$ cat config.mk
export PLATFORM = sky130hd
export DESIGN_NAME = imu_motion_metric
export DESIGN_NICKNAME = d
export VERILOG_FILES = /design/src/sv/imm_pkg.sv /design/src/sv/imm_smul.sv /design/src/sv/imu_motion_metric.sv
export SDC_FILE = /design/constraint.sdc
export NUM_CORES = 2
export LEC_CHECK = 0
export ABC_CLOCK_PERIOD_IN_PS = 10900
export BUFFER_PORTS_ARGS = -buffer_cell sky130_fd_sc_hd__buf_4
export CORE_MARGIN = 2
export CORE_UTILIZATION = 50
export DETAILED_ROUTE_END_ITERATION = 16
export PLACE_DENSITY = 0.65
export SYNTH_ARGS = -nofsm -noshare
export SYNTH_HDL_FRONTEND = slang
export SYNTH_SLANG_ARGS = --single-unit
$ cat constraint.sdc
create_clock -name aclk -period 10.9 [get_ports aclk]
set_input_delay 1.09 -clock aclk [delete_from_list [all_inputs] [get_ports aclk]]
set_output_delay 1.09 -clock aclk [all_outputs]
set_load 0.03 [all_outputs]
$ cat src/sv/imm_pkg.sv
// ----------------------------------------------------------------------------
// imm_pkg
// widths and constants of the imu motion metric block
// ----------------------------------------------------------------------------
`timescale 1ns / 1ps

package imm_pkg;

    localparam int SAMPLE_W    = 16;
    localparam int METRIC_W    = 56;
    localparam int MUL_A_W     = 96;
    localparam int MUL_B_W     = 48;
    localparam int MUL_P_W     = MUL_A_W + MUL_B_W;
    localparam int MUL_CNT_W   = 6;
    localparam int GYRO_COUNTS = 131;

    localparam logic [15:0]        GAIN_RESET = 16'd58982;
    localparam logic signed [23:0] Z_REF      = 24'sd642253;
    localparam logic [METRIC_W-1:0] METRIC_MAX = {METRIC_W{1'b1}};

    localparam logic [6:0] DIV_SMALL_STEPS = 7'd30;
    localparam logic [6:0] DIV_BIG_STEPS   = 7'd80;
    localparam logic [6:0] SQRT_STEPS      = 7'd25;

    localparam logic REG_GAIN = 1'b0;

endpackage

$ cat src/sv/imm_smul.sv
// ----------------------------------------------------------------------------
// imm_smul
// bit-serial shift-add multiplier, one multiplier bit per cycle
// ----------------------------------------------------------------------------
`timescale 1ns / 1ps

module imm_smul (
    input  logic                          aclk,
    input  logic                          aresetn,
    input  logic                          start,
    input  logic [imm_pkg::MUL_A_W-1:0]   a,
    input  logic [imm_pkg::MUL_B_W-1:0]   b,
    output logic                          busy,
    output logic [imm_pkg::MUL_P_W-1:0]   p
);

    localparam int AW = imm_pkg::MUL_A_W;
    localparam int BW = imm_pkg::MUL_B_W;
    localparam int PW = imm_pkg::MUL_P_W;
    localparam int CW = imm_pkg::MUL_CNT_W;

    logic          busy_reg, busy_next;
    logic [CW-1:0] cnt_reg, cnt_next;
    logic [AW-1:0] a_reg, a_next;
    logic [PW-1:0] p_reg, p_next;
    logic [AW:0]   sum;

    always_comb begin
        sum       = {1'b0, p_reg[PW-1:BW]} + (p_reg[0] ? {1'b0, a_reg} : {(AW+1){1'b0}});
        busy_next = busy_reg;
        cnt_next  = cnt_reg;
        a_next    = a_reg;
        p_next    = p_reg;
        if (start) begin
            busy_next = 1'b1;
            cnt_next  = CW'(BW);
            a_next    = a;
            p_next    = {{AW{1'b0}}, b};
        end else if (busy_reg) begin
            p_next   = {sum, p_reg[BW-1:1]};
            cnt_next = cnt_reg - 1'b1;
            if (cnt_reg == CW'(1)) begin
                busy_next = 1'b0;
            end
        end
    end

    always_ff @(posedge aclk) begin
        if (!aresetn) begin
            busy_reg <= 1'b0;
            cnt_reg  <= '0;
        end else begin
            busy_reg <= busy_next;
            cnt_reg  <= cnt_next;
        end
        a_reg <= a_next;
        p_reg <= p_next;
    end

    assign busy = busy_reg;
    assign p    = p_reg;

endmodule

$ cat src/sv/imu_motion_metric.sv
// ----------------------------------------------------------------------------
// imu_motion_metric
// offset calibration, low-pass residual and serial metric of one imu sample
//
//  channel  dir  handshake          payload
//  s_       in   s_tvalid/s_tready  s_tdata: six 16-bit axis counts
//  m_       out  m_tvalid/m_tready  m_tdata: metric, m_tuser: saturated
//  apb      in   psel/penable       register 0: low-pass gain
//
//  calibration items are summed as they are accepted and give no item out
//  after calibration an item runs two 30-step divides and one product per axis,
//  ten more products, a 25-step root and an 80-step divide
//  every product runs in the shared bit-serial multiplier
//  one item at a time; a held result does not block the next item's input
//  reset is synchronous on aresetn and restores gain and calibration state
// ----------------------------------------------------------------------------
`timescale 1ns / 1ps

module imu_motion_metric #(
    parameter int CALIB_SAMPLES = 64
) (
    input  logic         aclk,
    input  logic         aresetn,
    input  logic         s_tvalid,
    output logic         s_tready,
    input  logic [95:0]  s_tdata,   // accel_x, accel_y, accel_z, gyro_x, gyro_y, gyro_z
    output logic         m_tvalid,
    input  logic         m_tready,
    output logic [55:0]  m_tdata,   // motion_metric
    output logic         m_tuser,   // metric_saturated
    input  logic         psel,
    input  logic         penable,
    input  logic         pwrite,
    input  logic [2:0]   paddr,
    input  logic [31:0]  pwdata,
    output logic [31:0]  prdata,
    output logic         pready
);

    localparam logic signed [8:0] N_S    = 9'(CALIB_SAMPLES);
    localparam logic [6:0]        CAL_N  = 7'(CALIB_SAMPLES);
    localparam logic [29:0]       HALF_N = 30'(CALIB_SAMPLES / 2);
    localparam logic [51:0]       DEN_N  = 52'(CALIB_SAMPLES);
    localparam logic [51:0]       DEN_G  = 52'(imm_pkg::GYRO_COUNTS * CALIB_SAMPLES);
    localparam logic [29:0]       HALF_G = 30'((imm_pkg::GYRO_COUNTS * CALIB_SAMPLES) / 2);

    typedef enum logic [13:0] {
        ST_IDLE  = 14'b00000000000001,
        ST_ASET  = 14'b00000000000010,
        ST_ADIV  = 14'b00000000000100,
        ST_GSET  = 14'b00000000001000,
        ST_GDIV  = 14'b00000000010000,
        ST_LPSET = 14'b00000000100000,
        ST_LPMUL = 14'b00000001000000,
        ST_LPR   = 14'b00000010000000,
        ST_NET   = 14'b00000100000000,
        ST_MSET  = 14'b00001000000000,
        ST_MWAIT = 14'b00010000000000,
        ST_SQRT  = 14'b00100000000000,
        ST_BDIV  = 14'b01000000000000,
        ST_OUT   = 14'b10000000000000
    } state_t;

    state_t state_reg, state_next;

    logic [15:0]        gain_reg, gain_next;
    logic [6:0]         calib_reg, calib_next;
    logic signed [23:0] asum_reg [3], asum_next [3];
    logic signed [23:0] gsum_reg [3], gsum_next [3];
    logic signed [23:0] lp_reg [3], lp_next [3];
    logic signed [15:0] a_reg [3], a_next [3];
    logic signed [15:0] g_reg [3], g_next [3];
    logic signed [23:0] acc_reg [3], acc_next [3];
    logic [8:0]         gmag_reg [3], gmag_next [3];
    logic [23:0]        netm_reg [3], netm_next [3];
    logic [1:0]         ax_reg, ax_next;
    logic               dsign_reg, dsign_next;
    logic               sgn_reg, sgn_next;
    logic [79:0]        dvd_reg, dvd_next;
    logic [51:0]        rem_reg, rem_next;
    logic [51:0]        den_reg, den_next;
    logic [55:0]        quo_reg, quo_next;
    logic               qsat_reg, qsat_next;
    logic [6:0]         cnt_reg, cnt_next;
    logic signed [41:0] v_reg, v_next;
    logic signed [23:0] lpn_reg, lpn_next;
    logic [3:0]         mstep_reg, mstep_next;
    logic [47:0]        sq_reg, sq_next;
    logic [17:0]        t_reg, t_next;
    logic [26:0]        d_reg, d_next;
    logic [47:0]        y2_reg, y2_next;
    logic [95:0]        y4_reg, y4_next;
    logic [49:0]        sqv_reg, sqv_next;
    logic [26:0]        srem_reg, srem_next;
    logic [24:0]        root_reg, root_next;
    logic               mvalid_reg, mvalid_next;
    logic [55:0]        mdata_reg, mdata_next;
    logic               muser_reg, muser_next;

    logic               mul_start, mul_busy;
    logic [95:0]        mul_a;
    logic [47:0]        mul_b;
    logic [143:0]       mul_p;

    logic signed [15:0] a_sel, g_sel;
    logic signed [23:0] asum_sel, gsum_sel, acc_sel, lp_sel;
    logic signed [24:0] aprod, gprod, adiff, gdiff, ldiff, net25;
    logic signed [31:0] a80;
    logic [31:0]        amag;
    logic [24:0]        gabs, labs, nabs;
    logic [29:0]        adend, gdend;
    logic [52:0]        rem_sh, rem_sub;
    logic               div_ge;
    logic [28:0]        srem_sh, trial, srem_sub;
    logic               sq_ge;
    logic signed [23:0] qval;
    logic signed [41:0] sprod, vr;
    logic               s_acc, cfg_we;

    imm_smul u_smul (
        .aclk    (aclk),
        .aresetn (aresetn),
        .start   (mul_start),
        .a       (mul_a),
        .b       (mul_b),
        .busy    (mul_busy),
        .p       (mul_p)
    );

    assign s_tready = (state_reg == ST_IDLE);
    assign s_acc    = s_tvalid && s_tready;
    assign cfg_we   = psel && penable && pwrite;
    assign pready   = 1'b1;
    assign prdata   = (paddr[2] == imm_pkg::REG_GAIN) ? {16'b0, gain_reg} : 32'b0;
    assign m_tvalid = mvalid_reg;
    assign m_tdata  = mdata_reg;
    assign m_tuser  = muser_reg;

    // per-axis arithmetic, divider step and square-root step
    always_comb begin
        a_sel    = a_reg[ax_reg];
        g_sel    = g_reg[ax_reg];
        asum_sel = asum_reg[ax_reg];
        gsum_sel = gsum_reg[ax_reg];
        acc_sel  = acc_reg[ax_reg];
        lp_sel   = lp_reg[ax_reg];
        aprod    = a_sel * N_S;
        gprod    = g_sel * N_S;
        adiff    = aprod - 25'(asum_sel);
        gdiff    = gprod - 25'(gsum_sel);
        a80      = (32'(adiff) <<< 6) + (32'(adiff) <<< 4);
        amag     = a80[31] ? 32'(-a80) : 32'(a80);
        adend    = amag[29:0] + HALF_N;
        gabs     = gdiff[24] ? 25'(-gdiff) : 25'(gdiff);
        gdend    = {5'b0, gabs} + HALF_G;
        ldiff    = 25'(lp_sel) - 25'(acc_sel);
        labs     = ldiff[24] ? 25'(-ldiff) : 25'(ldiff);
        net25    = 25'(acc_sel) - 25'(lpn_reg);
        nabs     = net25[24] ? 25'(-net25) : 25'(net25);
        qval     = sgn_reg ? -$signed({1'b0, quo_reg[22:0]}) : $signed({1'b0, quo_reg[22:0]});
        sprod    = dsign_reg ? -$signed({2'b0, mul_p[39:0]}) : $signed({2'b0, mul_p[39:0]});
        vr       = v_reg + (v_reg[41] ? 42'sd32767 : 42'sd32768);
        rem_sh   = {rem_reg, dvd_reg[79]};
        div_ge   = rem_sh >= {1'b0, den_reg};
        rem_sub  = rem_sh - {1'b0, den_reg};
        srem_sh  = {srem_reg, sqv_reg[49:48]};
        trial    = {2'b0, root_reg, 2'b01};
        sq_ge    = srem_sh >= trial;
        srem_sub = srem_sh - trial;
    end

    // multiplier operands
    always_comb begin
        mul_a = '0;
        mul_b = '0;
        if (state_reg == ST_LPSET) begin
            mul_a = 96'(labs[23:0]);
            mul_b = 48'(gain_reg);
        end else begin
            case (mstep_reg)
                4'd0: begin
                    mul_a = 96'(netm_reg[0]);
                    mul_b = 48'(netm_reg[0]);
                end
                4'd1: begin
                    mul_a = 96'(netm_reg[2]);
                    mul_b = 48'(netm_reg[2]);
                end
                4'd2: begin
                    mul_a = 96'(gmag_reg[0]);
                    mul_b = 48'(gmag_reg[0]);
                end
                4'd3: begin
                    mul_a = 96'(t_reg);
                    mul_b = 48'(gmag_reg[0]);
                end
                4'd4: begin
                    mul_a = 96'(gmag_reg[1]);
                    mul_b = 48'(gmag_reg[1]);
                end
                4'd5: begin
                    mul_a = 96'(gmag_reg[2]);
                    mul_b = 48'(gmag_reg[2]);
                end
                4'd6: begin
                    mul_a = 96'(d_reg);
                    mul_b = 48'(26'(root_reg) + 26'd65536);
                end
                4'd7: begin
                    mul_a = 96'(netm_reg[1]);
                    mul_b = 48'(netm_reg[1]);
                end
                4'd8: begin
                    mul_a = 96'(y2_reg);
                    mul_b = y2_reg;
                end
                4'd9: begin
                    mul_a = y4_reg;
                    mul_b = y2_reg;
                end
                default: begin
                    mul_a = '0;
                    mul_b = '0;
                end
            endcase
        end
    end

    always_comb begin
        state_next  = state_reg;
        gain_next   = gain_reg;
        calib_next  = calib_reg;
        asum_next   = asum_reg;
        gsum_next   = gsum_reg;
        lp_next     = lp_reg;
        a_next      = a_reg;
        g_next      = g_reg;
        acc_next    = acc_reg;
        gmag_next   = gmag_reg;
        netm_next   = netm_reg;
        ax_next     = ax_reg;
        dsign_next  = dsign_reg;
        sgn_next    = sgn_reg;
        dvd_next    = dvd_reg;
        rem_next    = rem_reg;
        den_next    = den_reg;
        quo_next    = quo_reg;
        qsat_next   = qsat_reg;
        cnt_next    = cnt_reg;
        v_next      = v_reg;
        lpn_next    = lpn_reg;
        mstep_next  = mstep_reg;
        sq_next     = sq_reg;
        t_next      = t_reg;
        d_next      = d_reg;
        y2_next     = y2_reg;
        y4_next     = y4_reg;
        sqv_next    = sqv_reg;
        srem_next   = srem_reg;
        root_next   = root_reg;
        mvalid_next = mvalid_reg && !m_tready;
        mdata_next  = mdata_reg;
        muser_next  = muser_reg;
        mul_start   = 1'b0;

        if (cfg_we && paddr[2] == imm_pkg::REG_GAIN) begin
            gain_next = pwdata[15:0];
        end

        case (state_reg)
            ST_IDLE: begin
                if (s_acc) begin
                    if (calib_reg < CAL_N) begin
                        for (int i = 0; i < 3; i++) begin
                            asum_next[i] = asum_reg[i] + 24'($signed(s_tdata[16*i +: 16]));
                            gsum_next[i] = gsum_reg[i] + 24'($signed(s_tdata[16*i+48 +: 16]));
                        end
                        calib_next = calib_reg + 1'b1;
                    end else begin
                        for (int i = 0; i < 3; i++) begin
                            a_next[i] = $signed(s_tdata[16*i +: 16]);
                            g_next[i] = $signed(s_tdata[16*i+48 +: 16]);
                        end
                        ax_next    = 2'd0;
                        state_next = ST_ASET;
                    end
                end
            end
            ST_ASET: begin
                dvd_next   = {adend, 50'b0};
                rem_next   = '0;
                den_next   = DEN_N;
                cnt_next   = imm_pkg::DIV_SMALL_STEPS;
                sgn_next   = a80[31];
                state_next = ST_ADIV;
            end
            ST_ADIV, ST_GDIV, ST_BDIV: begin
                rem_next  = div_ge ? rem_sub[51:0] : rem_sh[51:0];
                quo_next  = {quo_reg[54:0], div_ge};
                qsat_next = qsat_reg | quo_reg[55];
                dvd_next  = {dvd_reg[78:0], 1'b0};
                cnt_next  = cnt_reg - 1'b1;
                if (cnt_reg == 7'd1) begin
                    case (state_reg)
                        ST_ADIV: state_next = ST_GSET;
                        ST_GDIV: state_next = ST_LPSET;
                        default: state_next = ST_OUT;
                    endcase
                end
            end
            ST_GSET: begin
                acc_next[ax_reg] = (ax_reg == 2'd2) ? qval + imm_pkg::Z_REF : qval;
                dvd_next   = {gdend, 50'b0};
                rem_next   = '0;
                den_next   = DEN_G;
                cnt_next   = imm_pkg::DIV_SMALL_STEPS;
                state_next = ST_GDIV;
            end
            ST_LPSET: begin
                gmag_next[ax_reg] = quo_reg[8:0];
                dsign_next = ldiff[24];
                mul_start  = 1'b1;
                state_next = ST_LPMUL;
            end
            ST_LPMUL: begin
                if (!mul_busy) begin
                    v_next     = (42'(acc_sel) <<< 16) + sprod;
                    state_next = ST_LPR;
                end
            end
            ST_LPR: begin
                lp_next[ax_reg] = vr[39:16];
                lpn_next   = vr[39:16];
                state_next = ST_NET;
            end
            ST_NET: begin
                netm_next[ax_reg] = nabs[23:0];
                if (ax_reg == 2'd2) begin
                    mstep_next = 4'd0;
                    state_next = ST_MSET;
                end else begin
                    ax_next    = ax_reg + 1'b1;
                    state_next = ST_ASET;
                end
            end
            ST_MSET: begin
                mul_start  = 1'b1;
                state_next = ST_MWAIT;
            end
            ST_MWAIT: begin
                if (!mul_busy) begin
                    mstep_next = mstep_reg + 1'b1;
                    state_next = ST_MSET;
                    case (mstep_reg)
                        4'd0: sq_next = mul_p[47:0];
                        4'd1: begin
                            sqv_next   = 50'(sq_reg) + 50'(mul_p[47:0]);
                            srem_next  = '0;
                            root_next  = '0;
                            cnt_next   = imm_pkg::SQRT_STEPS;
                            state_next = ST_SQRT;
                        end
                        4'd2: t_next = mul_p[17:0];
                        4'd3: d_next = 27'd1 + mul_p[26:0];
                        4'd4, 4'd5: d_next = d_reg + 27'(mul_p[17:0]);
                        4'd6: den_next = mul_p[51:0];
                        4'd7: y2_next = mul_p[47:0];
                        4'd8: y4_next = mul_p[95:0];
                        4'd9: begin
                            dvd_next   = mul_p[143:64];
                            rem_next   = '0;
                            quo_next   = '0;
                            qsat_next  = 1'b0;
                            cnt_next   = imm_pkg::DIV_BIG_STEPS;
                            state_next = ST_BDIV;
                        end
                        default: state_next = ST_IDLE;
                    endcase
                end
            end
            ST_SQRT: begin
                srem_next = sq_ge ? srem_sub[26:0] : srem_sh[26:0];
                root_next = {root_reg[23:0], sq_ge};
                sqv_next  = {sqv_reg[47:0], 2'b00};
                cnt_next  = cnt_reg - 1'b1;
                if (cnt_reg == 7'd1) begin
                    state_next = ST_MSET;
                end
            end
            ST_OUT: begin
                if (!mvalid_reg || m_tready) begin
                    mvalid_next = 1'b1;
                    mdata_next  = qsat_reg ? imm_pkg::METRIC_MAX : quo_reg;
                    muser_next  = qsat_reg;
                    state_next  = ST_IDLE;
                end
            end
            default: state_next = ST_IDLE;
        endcase
    end

    always_ff @(posedge aclk) begin
        if (!aresetn) begin
            state_reg  <= ST_IDLE;
            gain_reg   <= imm_pkg::GAIN_RESET;
            calib_reg  <= '0;
            mvalid_reg <= 1'b0;
            for (int i = 0; i < 3; i++) begin
                asum_reg[i] <= '0;
                gsum_reg[i] <= '0;
                lp_reg[i]   <= '0;
            end
        end else begin
            state_reg  <= state_next;
            gain_reg   <= gain_next;
            calib_reg  <= calib_next;
            mvalid_reg <= mvalid_next;
            asum_reg   <= asum_next;
            gsum_reg   <= gsum_next;
            lp_reg     <= lp_next;
        end
        a_reg     <= a_next;
        g_reg     <= g_next;
        acc_reg   <= acc_next;
        gmag_reg  <= gmag_next;
        netm_reg  <= netm_next;
        ax_reg    <= ax_next;
        dsign_reg <= dsign_next;
        sgn_reg   <= sgn_next;
        dvd_reg   <= dvd_next;
        rem_reg   <= rem_next;
        den_reg   <= den_next;
        quo_reg   <= quo_next;
        qsat_reg  <= qsat_next;
        cnt_reg   <= cnt_next;
        v_reg     <= v_next;
        lpn_reg   <= lpn_next;
        mstep_reg <= mstep_next;
        sq_reg    <= sq_next;
        t_reg     <= t_next;
        d_reg     <= d_next;
        y2_reg    <= y2_next;
        y4_reg    <= y4_next;
        sqv_reg   <= sqv_next;
        srem_reg  <= srem_next;
        root_reg  <= root_next;
        mdata_reg <= mdata_next;
        muser_reg <= muser_next;
    end

endmodule

==> out/metrics.csv <==
metric;value;unit
crit path launch type;register;
worst vdd ir;324;uV
Reg clk slew, reported paths;70;ps
fin nets;9794;
final setup skew;36.0;ps
CP Capture Type;register;
overall routing resource usage;26.3;%
Synth top area share;37.9;%
Post-synth ARST share;0;%
Crit path required time;11440;ps
Mapped Cells;9066;
slowest CP cell;edfxtp_1;
average via count per standard cell;5.92;
actual slew at the worst max-slew pin;1310;ps
Max Clk Rate;125;MHz
Tcrit/Tclk final;73.6;%
Tmin final;8030;ps
Post-Route WL;245000;um
Tot Pwr;21.9;mW
# setup viols final;0;
Placer Congestion;0.925;
Critical Path Most Common Cell;a21oi_1;
ys flop type;edfxtp_1;
top cells by count, synth;edfxtp_1, nand2_1, nor2_1;
# resized after CTS;0;
Die X;427;um
H-tree depth;4;
CTS Sinks;1485;
first-pass GRT wire length;377000;um
Root Buffer Master;clkbuf_16;
Syn. warnings;0;
total I/O pin count;230;
fill count;15466;
sequential cell area fraction in the yosys report;45.8;%
clk_lat worst skew;830;ps
Worst Hold Class;in2reg;
PwrDens;222;mW/mm2
wire per inst;21.1;um
Max-cap violations;0;
via count;68630;
synthesis-to-layout area growth;10.3;%
hold buffer count at CTS;0;
arrival time at the worst endpoint;8570;ps
pin count of the biggest net entering global routing;206;
share of post-route cells with drive strength above 1;7.92;%
max reg flops;144;
RSZ-0062 raised after global routing;false;
Pins Over Slew Limit;0;
Leak;38.5;nW
Congestion Overflow GR;0;
Area contributors post-synth;edfxtp_1, dfxtp_1, ha_1, xnor2_1, nand2_1;
post-DP HPWL;175000;um
post-synth top area cell;edfxtp_1;
post-synth cell types;107;
critical path type;reg2reg;
post-route ant nets;1;
Die Area;0.182;mm2
max incr delay on CP;1100;ps
outcome;complete, but fails checks;
CTS Buf Count;167;
PortBufs;194;
final hold viol count;0;
Bufs on Longest Clock Path;3;
Final WS setup;2870;ps
post-synthesis register bit count;1485;
first-pass detailed-route iteration total;9;
CP max FO;71;
worst reg-to-reg setup slack;2870;ps
num rows;155;
drt drc;0;
DR iter-0 viols;6286;
failing checks;antenna violations;
die extent in y;427;um
slew margin rel.;10.2;%
cell area after synthesis;0.0895;mm2
syn avg cell area;9.87;um2
Core Area;0.178;mm2
Initial Util;50.3;%
# Post-CTS Setup Buffers;0;
EDFF count, synth;1128;
TNS Setup;0;ps
most frequent cell after synthesis;edfxtp_1;
antenna violations before repair;6;
pre-CTS WS;3120;ps
vias in the first global route;65037;
CTS tree;done;
[logic make-up after synthesis]
family                     share of synthesized area (%)
other                                            0.00839
and+or+nand+nor                                     15.7
muxes                                               2.53
buffers and inverters                               3.71
AOI/OAI and AO/OA                                   17.3
DFF                                                 45.8
adders and majority gates                           7.96
xor gates and xnor gates                            6.97
[worst max-delay path, delay by kind of cell, from the launching register on]
kind / cells / cell delay (ps)
AO/OA/AOI/OAI: 16 / 4120
XOR/XNOR: 1 / 240
adder cells (fa/ha/maj): 2 / 630
buffers and inverters: 3 / 1110
flip-flops: 1 / 1100
multiplexers: 1 / 250
AND/OR/NAND/NOR: 2 / 200
[cell usage in the layout (no fill, tap or decap), types with 163 or more instances in the layout]
| cell type | synthesis | routed |
|---|---|---|
| xor2_1 | 243 | 243 |
| ha_1 | 546 | 546 |
| nand2_1 | 849 | 848 |
| xnor2_1 | 467 | 467 |
| inv_1 | 416 | 414 |
| nor2_1 | 658 | 652 |
| clkbuf_16 | 0 | 172 |
| and2_1 | 372 | 367 |
| o21ai_0 | 540 | 540 |
| mux2i_1 | 218 | 218 |
| edfxtp_1 | 1128 | 1128 |
| a21o_1 | 240 | 239 |
| dfxtp_1 | 357 | 356 |
| a21oi_1 | 633 | 631 |
| buf_4 | 19 | 274 |
| nand3_1 | 163 | 163 |
[path summary, 6_finish.rpt]
kind,depth (start not counted),endpoint,startpoint
min reg2reg,2,lp_reg[70],lp_reg[70]
min,1,a_reg[39],s_tdata[7]
max reg2reg,25,u_smul.a_reg[10],ax_reg[1]
max,25,u_smul.a_reg[10],ax_reg[1]
[through the flow]
stage | area, um2 | utilization, % | instances | hold slack [ps]
detailed placement | 93100 | 52.3 | 11282 | 457
finish | 98700 | 55.4 | 11600 | 457
floorplan | 89500 | - | 9081 | 436
CTS | 98700 | 55.4 | 11593 | 398
global placement | 93100 | 52.3 | 11282 | 450
global route | 98700 | 55.4 | 11593 | 429
[layout make-up]
cell class / count / area, um2 / area share (%)
Inverter: 420 / 1580 / 1.60
Sequential cell: 1485 / 41000 / 41.6
Timing Repair Buffer: 281 / 2190 / 2.22
Clock buffer: 225 / 4650 / 4.71
Multi-Input combinational cell: 6741 / 45300 / 45.9
Clock inverter: 86 / 945 / 0.957
Tap cell: 2355 / 2950 / 2.99
Antenna cell: 7 / 17.5 / 0.0178
[metal layers]
metal | share of wire (%) | up-vias | global-route usage (%)
met5 | 0.0094 | - | 0
met4 | 3.0 | 4 | 8.12
met3 | 7.2 | 343 | 4.31
met2 | 44 | 2158 | 40.6
met1 | 46 | 33223 | 37.8
li1 | - | 32902 | -
[power breakdown]
| group | total [mW] | internal, mW | switching [mW] | leakage, nW |
|---|---|---|---|---|
| Sequential | 6.68 | 6.47 | 0.211 | 13.0 |
| Clock | 5.78 | 3.35 | 2.43 | 2.71 |
| Combinational | 9.48 | 3.68 | 5.80 | 22.7 |
(Power assumes the default switching activity.)
